--- src/sv/sha_pkg.sv ---
package sha_pkg;

  localparam int unsigned WordW   = 64;
  localparam int unsigned Rounds  = 80;
  localparam int unsigned FillW   = 7;
  localparam logic [FillW-1:0] LengthPos = 7'd112;
  localparam logic [7:0]  PadByte = 8'h80;

  typedef logic [WordW-1:0] word_t;

  // Work item passed from the front end to the back end.
  typedef enum logic [1:0] {
    OP_DATA,
    OP_LAST
  } op_e;

  typedef struct packed {
    op_e        op;
    word_t      data;
    logic [3:0] count;
  } item_t;

  localparam word_t InitHash [8] = '{
    64'h6A09E667F3BCC908, 64'hBB67AE8584CAA73B, 64'h3C6EF372FE94F82B,
    64'hA54FF53A5F1D36F1, 64'h510E527FADE682D1, 64'h9B05688C2B3E6C1F,
    64'h1F83D9ABFB41BD6B, 64'h5BE0CD19137E2179
  };

  localparam word_t RoundK [Rounds] = '{
    64'h428A2F98D728AE22, 64'h7137449123EF65CD, 64'hB5C0FBCFEC4D3B2F, 64'hE9B5DBA58189DBBC,
    64'h3956C25BF348B538, 64'h59F111F1B605D019, 64'h923F82A4AF194F9B, 64'hAB1C5ED5DA6D8118,
    64'hD807AA98A3030242, 64'h12835B0145706FBE, 64'h243185BE4EE4B28C, 64'h550C7DC3D5FFB4E2,
    64'h72BE5D74F27B896F, 64'h80DEB1FE3B1696B1, 64'h9BDC06A725C71235, 64'hC19BF174CF692694,
    64'hE49B69C19EF14AD2, 64'hEFBE4786384F25E3, 64'h0FC19DC68B8CD5B5, 64'h240CA1CC77AC9C65,
    64'h2DE92C6F592B0275, 64'h4A7484AA6EA6E483, 64'h5CB0A9DCBD41FBD4, 64'h76F988DA831153B5,
    64'h983E5152EE66DFAB, 64'hA831C66D2DB43210, 64'hB00327C898FB213F, 64'hBF597FC7BEEF0EE4,
    64'hC6E00BF33DA88FC2, 64'hD5A79147930AA725, 64'h06CA6351E003826F, 64'h142929670A0E6E70,
    64'h27B70A8546D22FFC, 64'h2E1B21385C26C926, 64'h4D2C6DFC5AC42AED, 64'h53380D139D95B3DF,
    64'h650A73548BAF63DE, 64'h766A0ABB3C77B2A8, 64'h81C2C92E47EDAEE6, 64'h92722C851482353B,
    64'hA2BFE8A14CF10364, 64'hA81A664BBC423001, 64'hC24B8B70D0F89791, 64'hC76C51A30654BE30,
    64'hD192E819D6EF5218, 64'hD69906245565A910, 64'hF40E35855771202A, 64'h106AA07032BBD1B8,
    64'h19A4C116B8D2D0C8, 64'h1E376C085141AB53, 64'h2748774CDF8EEB99, 64'h34B0BCB5E19B48A8,
    64'h391C0CB3C5C95A63, 64'h4ED8AA4AE3418ACB, 64'h5B9CCA4F7763E373, 64'h682E6FF3D6B2B8A3,
    64'h748F82EE5DEFB2FC, 64'h78A5636F43172F60, 64'h84C87814A1F0AB72, 64'h8CC702081A6439EC,
    64'h90BEFFFA23631E28, 64'hA4506CEBDE82BDE9, 64'hBEF9A3F7B2C67915, 64'hC67178F2E372532B,
    64'hCA273ECEEA26619C, 64'hD186B8C721C0C207, 64'hEADA7DD6CDE0EB1E, 64'hF57D4F7FEE6ED178,
    64'h06F067AA72176FBA, 64'h0A637DC5A2C898A6, 64'h113F9804BEF90DAE, 64'h1B710B35131C471B,
    64'h28DB77F523047D84, 64'h32CAAB7B40C72493, 64'h3C9EBE0A15C9BEBC, 64'h431D67C49C100D4C,
    64'h4CC5D4BECB3E42B6, 64'h597F299CFC657E2A, 64'h5FCB6FAB3AD6FAEC, 64'h6C44198C4A475817
  };

  function automatic word_t rotr(input word_t x, input int unsigned n);
    rotr = (x >> n) | (x << (WordW - n));
  endfunction

endpackage

--- src/sv/sha_if.sv ---
interface sha_in_if;
  import sha_pkg::*;
  logic       valid;
  logic       ready;
  word_t      data_word;
  logic [3:0] byte_count;
  logic       last_word;
  modport source (output valid, data_word, byte_count, last_word, input ready);
  modport sink (input valid, data_word, byte_count, last_word, output ready);
endinterface


--- src/sv/sha_front.sv ---
module sha_front
  import sha_pkg::*;
(
  input  logic  clk_i,
  input  logic  rst_ni,
  sha_in_if.sink in_if,
  output logic  item_valid_o,
  input  logic  item_ready_i,
  output item_t item_o
);

  // Two-entry queue decoupling acceptance from the compression back end.
  item_t      mem_q [2];
  logic       wp_q, rp_q;
  logic [1:0] cnt_q;
  logic [3:0] cnt_sat;
  logic       push, pop;

  assign cnt_sat      = (in_if.byte_count > 4'd8) ? 4'd8 : in_if.byte_count;
  assign in_if.ready  = (cnt_q != 2'd2);
  assign push         = in_if.valid && in_if.ready;
  assign item_valid_o = (cnt_q != 2'd0);
  assign pop          = item_valid_o && item_ready_i;
  assign item_o       = mem_q[rp_q];

  always_ff @(posedge clk_i) begin
    if (push) begin
      mem_q[wp_q].op    <= in_if.last_word ? OP_LAST : OP_DATA;
      mem_q[wp_q].data  <= in_if.data_word;
      mem_q[wp_q].count <= cnt_sat;
    end
  end

  always_ff @(posedge clk_i or negedge rst_ni) begin
    if (!rst_ni) begin
      wp_q  <= 1'b0;
      rp_q  <= 1'b0;
      cnt_q <= 2'd0;
    end else begin
      if (push) wp_q <= ~wp_q;
      if (pop) rp_q <= ~rp_q;
      cnt_q <= cnt_q + {1'b0, push} - {1'b0, pop};
    end
  end

  a_cnt_max: assert property (@(posedge clk_i) disable iff (!rst_ni) cnt_q != 2'd3)
    else $error("queue count out of range");
  a_no_push_full: assert property (@(posedge clk_i) disable iff (!rst_ni)
    cnt_q == 2'd2 |-> !push) else $error("push into full queue");
  a_pop_nonempty: assert property (@(posedge clk_i) disable iff (!rst_ni)
    pop |-> cnt_q != 2'd0) else $error("pop from empty queue");

endmodule

--- src/flat_wrapper.sv ---
// flat-port wrapper written by rule: the top's interface ports become plain ports
module sha_front_flat import sha_pkg::*;
  (clk_i, rst_ni, item_valid_o, item_ready_i, item_o, in_if_valid, in_if_data_word, in_if_byte_count, in_if_last_word, in_if_ready);
  sha_in_if in_if_i ();
  input  logic clk_i;
  input  logic rst_ni;
  output logic item_valid_o;
  input  logic item_ready_i;
  output item_t item_o;
  input wire logic [$bits(in_if_i.valid)-1:0] in_if_valid;
  input wire logic [$bits(in_if_i.data_word)-1:0] in_if_data_word;
  input wire logic [$bits(in_if_i.byte_count)-1:0] in_if_byte_count;
  input wire logic [$bits(in_if_i.last_word)-1:0] in_if_last_word;
  output wire logic [$bits(in_if_i.ready)-1:0] in_if_ready;
  assign in_if_i.valid = in_if_valid;
  assign in_if_i.data_word = in_if_data_word;
  assign in_if_i.byte_count = in_if_byte_count;
  assign in_if_i.last_word = in_if_last_word;
  assign in_if_ready = in_if_i.ready;
  sha_front u_core (.clk_i(clk_i), .rst_ni(rst_ni), .in_if(in_if_i), .item_valid_o(item_valid_o), .item_ready_i(item_ready_i), .item_o(item_o));
endmodule
--- config.mk ---
export PLATFORM = sky130hd
export DESIGN_NAME = sha_front_flat
export DESIGN_NICKNAME = d
export VERILOG_FILES = /design/src/sv/sha_pkg.sv /design/src/sv/sha_if.sv /design/src/sv/sha_front.sv /design/src/flat_wrapper.sv
export SDC_FILE = /design/constraint.sdc
export NUM_CORES = 1
export LEC_CHECK = 0
export ABC_AREA = 1
export ABC_CLOCK_PERIOD_IN_PS = 5160
export BUFFER_PORTS_ARGS = -buffer_cell sky130_fd_sc_hd__clkbuf_2
export CORE_UTILIZATION = 45
export DETAILED_ROUTE_END_ITERATION = 10
export PLACE_DENSITY = 0.8
export RECOVER_POWER = 25
export SYNTH_ARGS = -nofsm -noshare
export SYNTH_HDL_FRONTEND = slang
export SYNTH_SLANG_ARGS = --single-unit
--- constraint.sdc ---
create_clock -name clk_i -period 5.16 [get_ports clk_i]
set_clock_uncertainty 0.2 [all_clocks]
set_input_delay 0.516 -clock clk_i [delete_from_list [all_inputs] [get_ports clk_i]]
set_output_delay 0.516 -clock clk_i [all_outputs]
set_load 0.01 [all_outputs]
# == Word level (Yosys, flattened, before mapping) ==
# Memory sizes are Yosys's and may differ from the RTL's.
# Index checks and enable logic that the tools add are counted.
# classes
n_addsub,2
n_bitwise,2
n_eq_ne,1
mux,4
n_reduce_logical,3
magnitude_cmp,1
# op_table
op,count
"> comparator 4 bit, second input constant",1
2-to-1 mux 4 bit,1
2-to-1 mux 1 bit,3
adder 2 x 1 -> 2 bit,1
logical AND 1 bit,2
"!= test 2 bit, second input constant",1
NOT 1 bit,2
nonzero test 2 bit,1
subtractor 2 x 1 -> 2 bit,1
# word_totals
ram_bits,138
in_bits,73
word_cells,17
regBits,4
n_memories,1
output_inout_bits,72
# memory_table
name,depth,width,read_ports,rd_clocked_by_memory_dff,write_ports,line,rtl
u_core.mem_q,2,69,1,0,1,sha_front.sv:13,item_t mem_q [2];

# == Depth between registers and ports, before layout ==
# depth
ltp_word,4
mapped_depth,10
depth_no_buf,10

# == Worst setup path before layout ==
# No wires, ideal clock.
# synth_timing
path_type,register to register
start,reg u_core.cnt_q[1]
end,"mem u_core.mem_q[1][0] in the netlist's numbering, enable pin"
setup_slack_ns,0.960
n_path_buf,0
synth_period_minus_slack_ns,4.200
required_time_ns,4.464
setup_ns,0.496
arrival_time_ns,3.504
path_stages_with_launch,4
path_cell_list,dfrtp_1 nand2_1 nand2_1 nor2_1
# synth_between
elab_chain_cells,4
# synth_rtl
item,line,rtl
"start, declared",sha_front.sv:15,logic [1:0] cnt_q;
"start signal, assigned",sha_front.sv:42,"cnt_q <= cnt_q + {1'b0, push} - {1'b0, pop};"
!= test 2 bit,sha_front.sv:20,assign in_if.ready = (cnt_q != 2'd2);
via in_if_ready,flat_wrapper.sv:14,output wire logic [$bits(in_if_i.ready)-1:0] in_if_ready;
logical AND 1 bit,sha_front.sv:21,assign push = in_if.valid && in_if.ready;
2-to-1 mux 1 bit,sha_front.sv:27,if (push) begin
2-to-1 mux 1 bit (not written as such),sha_front.sv:30,mem_q[wp_q].count <= cnt_sat;
"end, declared",sha_front.sv:13,
# The timed path passes the listed nets, and every way through them passes these cells.

==> impl_metrics.py <==
metrics = {
    "outcome": {
        "status": "completed",
    },
    "global_routing": {
        "top_usage_layer": "met2",
        "grt_overflow": 0,
        "grt_pass1_wl_um": 15200,
        "met3_usage_pct": 6.04,
        "grt.met1_usage_pct": 18.3,
        "track_usage_pct": 16.3,
        "grt_max_degree": 71,
        "grt_pass1_vias": 3187,
        "antenna_found_initial": 0,
        "met2_usage_pct": 27.7,
    },
    "hold_path": {
        "min_path_cells": 1,
        "hold_end": "u_core.mem_q[0][59]$_DFFE_PP_",
        "worst_hold_path_type": "input pin to register",
        "holdCritStartpoint": "in_if_data_word[55]",
    },
    "floorplanning": {
        "design.die.area_um2": 12200,
        "io_pins": 145,
        "start_util_pct": 46.4,
        "die_h_um": 110,
        "rows": 39,
        "core_area_um2": 11400,
        "die_x_um": 110,
    },
    "placement": {
        "post-place-cells": 674,
        "io_buffer_count": 143,
        "place_area_um2": 6110,
        "gp_congestion": 0.735,
        "dpl.hpwl_um": 5970,
    },
    "synth": {
        "avgSynthCellArea_um2": 13.2,
        "synth_top_family_by_area": "simple AND/OR/NAND/NOR gates",
        "synth_edf_count": 138,
        "ys.flop_type": "edfxtp_1",
        "synth.top_cells.by_count": "nand2_1, edfxtp_1, inv_1",
        "yosysTopAreaCellShare_pct": 78.3,
        "yosys_warnings": 0,
        "syn_area_um2": 5290,
        "synth-compound-area-share_pct": 0,
        "synthArstFlopShare_pct": 2.82,
        "synthTopCellsByArea": "edfxtp_1, nand2_1, dfrtp_1",
        "synth.most_common_cell": "nand2_1",
        "synth_simple_gate_area_share_pct": 16.2,
        "syn_nets": 477,
        "synth_seq_cells": 142,
        "yosys.area.top_type": "edfxtp_1",
        "synthXorXnorAreaFrac_pct": 0,
        "synth_fa_ha_area_share_pct": 0.473,
        "synth_cells": 402,
        "synth.distinct_cells": 13,
        "synth_seq_area_share_pct": 80.2,
        "synth_mux_area_share_pct": 0,
    },
    "routing": {
        "vias": 3286,
        "detail_route.vias_per_cell": 4.65,
        "route.detailed.drc": 0,
        "routed_wl_um": 9570,
        "ant_nets": 0,
        "wire_per_inst_um": 13.5,
        "dr.pass1.iters": 6,
        "drtIter0Drc": 129,
    },
    "critical_path": {
        "worstSetupPathType": "register to primary output",
        "required_ps": 4440,
        "crit_fanout": 70,
        "cp.arrival_ps": 2220,
        "reg2reg_depth": 4,
        "endpoint_kind": "primary output",
        "rr_startpoint": "u_core.cnt_q[1]$_DFF_PN0_",
        "rr_endpoint": "u_core.mem_q[1][68]$_DFFE_PP_",
        "worstSetupStartpointType": "register",
        "rrSetupSlack_ps": 2620,
    },
    "power_and_ir_drop": {
        "peakVddDrop_mv": 0.274,
        "p_leak_uw": 0.00292,
        "pwr_density_cell_nw_per_um2": 610,
    },
    "finish": {
        "syn_to_final_growth_pct": 27.0,
        "fin_nets": 626,
        "design_area_um2": 6720,
        "insertedDiodeCount": 0,
        "multi_input_area_um2": 892,
        "layout-drive-gt1-share_pct": 27.0,
        "fin_cells": 707,
        "fillers": 938,
        "register_area_um2": 4250,
    },
    "sta": {
        "min_period_over_period_pct": 56.9,
        "setup_viol": 0,
        "hold_ws_ps": 98.9,
        "period_minus_slack_ps": 2930,
        "setup_tns_ps": 0,
        "clock.fmax_ghz": 0.341,
        "tightest_slew_ps": 943,
        "hold_viol_final": 0,
        "maxSlewHeadroom_pct": 37.0,
        "rsz0062_at_grt": "no",
        "slew_violations": 0,
    },
    "clocking": {
        "cts_setup_buffers": 0,
        "cts_sinks": 142,
        "clk_latency_ps": 400,
        "cts_made_buffers": 17,
        "cts_max_level": 4,
        "clk_path_buf_depth": 2,
        "root_buffer": "clkbuf_16",
        "cts_tree": "done",
        "path_clk_slew_ps": 60,
    },
    "run": {
        "max-cap-violations": 0,
    },
}
[how the worst max path moves through the flow]
| stage | endpoint | from | cells after the start |
|---|---|---|---|
| 3_5_place_dp | u_core.mem_q[1][58]$_DFFE_PP_ | in_if_valid | 4 |
| 5_1_grt | item_o[38] | u_core.rp_q$_DFFE_PN0P_ | 4 |
| 4_1_cts | item_o[12] | u_core.rp_q$_DFFE_PN0P_ | 4 |
| 6_report | item_o[68] | u_core.rp_q$_DFFE_PN0P_ | 4 |
| 2_1_floorplan | u_core.mem_q[1][0]$_DFFE_PP_ | u_core.cnt_q[1]$_DFF_PN0_ | 3 |
| 3_3_place_gp | u_core.mem_q[1][57]$_DFFE_PP_ | in_if_valid | 4 |
[worst max-delay path: stages (launching register included)]
cell and delay [ps]:
dfrtp_2 920, inv_4 480, nand2_1 160, nand2_1 80, clkbuf_2 130
[layout make-up]
type	count	share of cell area, %
clock inverter	14	3.18
timing repair buffer	147	10.6
clock buffer	18	6.38
multi-input combinational	230	13.3
sequential	142	63.1
tap	143	2.66
inverter	13	0.763
[metrics by stage]
step           worst slack, ps  utilization (%)  total power, uW
2_1_floorplan              960                -             2400
3_3_place_gp              2510             53.5             2810
3_5_place_dp              2480             53.5             2840
4_1_cts                   2120             59.2             4160
5_1_grt                   1990             58.9             4330
6_report                  2230             58.9             4100
[timing repair]
item	in CTS	in global routing
gates resized for setup	0	0
endpoints found under the hold margin	4	0
hold buffers	1	0
[kinds of logic after synthesis]
group         count (synthesis)
flops                       142
simple gates                227
buf+inv                      30
fa+ha+maj                     2
other cells                   1
[registers in the layout, summed over array words and instances, names as in the netlist]
signal        count
u_core.wp_q       1
u_core.cnt_q      2
u_core.rp_q       1
u_core.mem_q    138
[per-layer routing]
layer  share of wire [%]  up-vias  routed length, um
met5                   0        -                  0
met4                 1.7        0                159
met3                 5.9       18                562
met2                  51      107               4870
met1                  42     1526               3980
li1                    -     1635                  -
[power by group]
part           leakage (uW)  internal (uW)  switching (uW)
clock network      0.000309            859             454
logic               0.00128            363             736
registers           0.00133           1580             111
[cell usage in the layout, fill, tap and decap left out, types with 2 or more instances in the layout]
cell type   count
nand2_1       220
edfxtp_1      138
clkbuf_1       29
nand3_1         3
inv_1          11
clkinv_2        2
bufinv_16       5
clkinvlp_4      2
inv_6           3
ha_1            2
clkbuf_2      115
buf_4           3
nor2_1          3
clkbuf_16      17
dfrtp_1         3
Note: power is estimated with default switching activity, not from simulation.
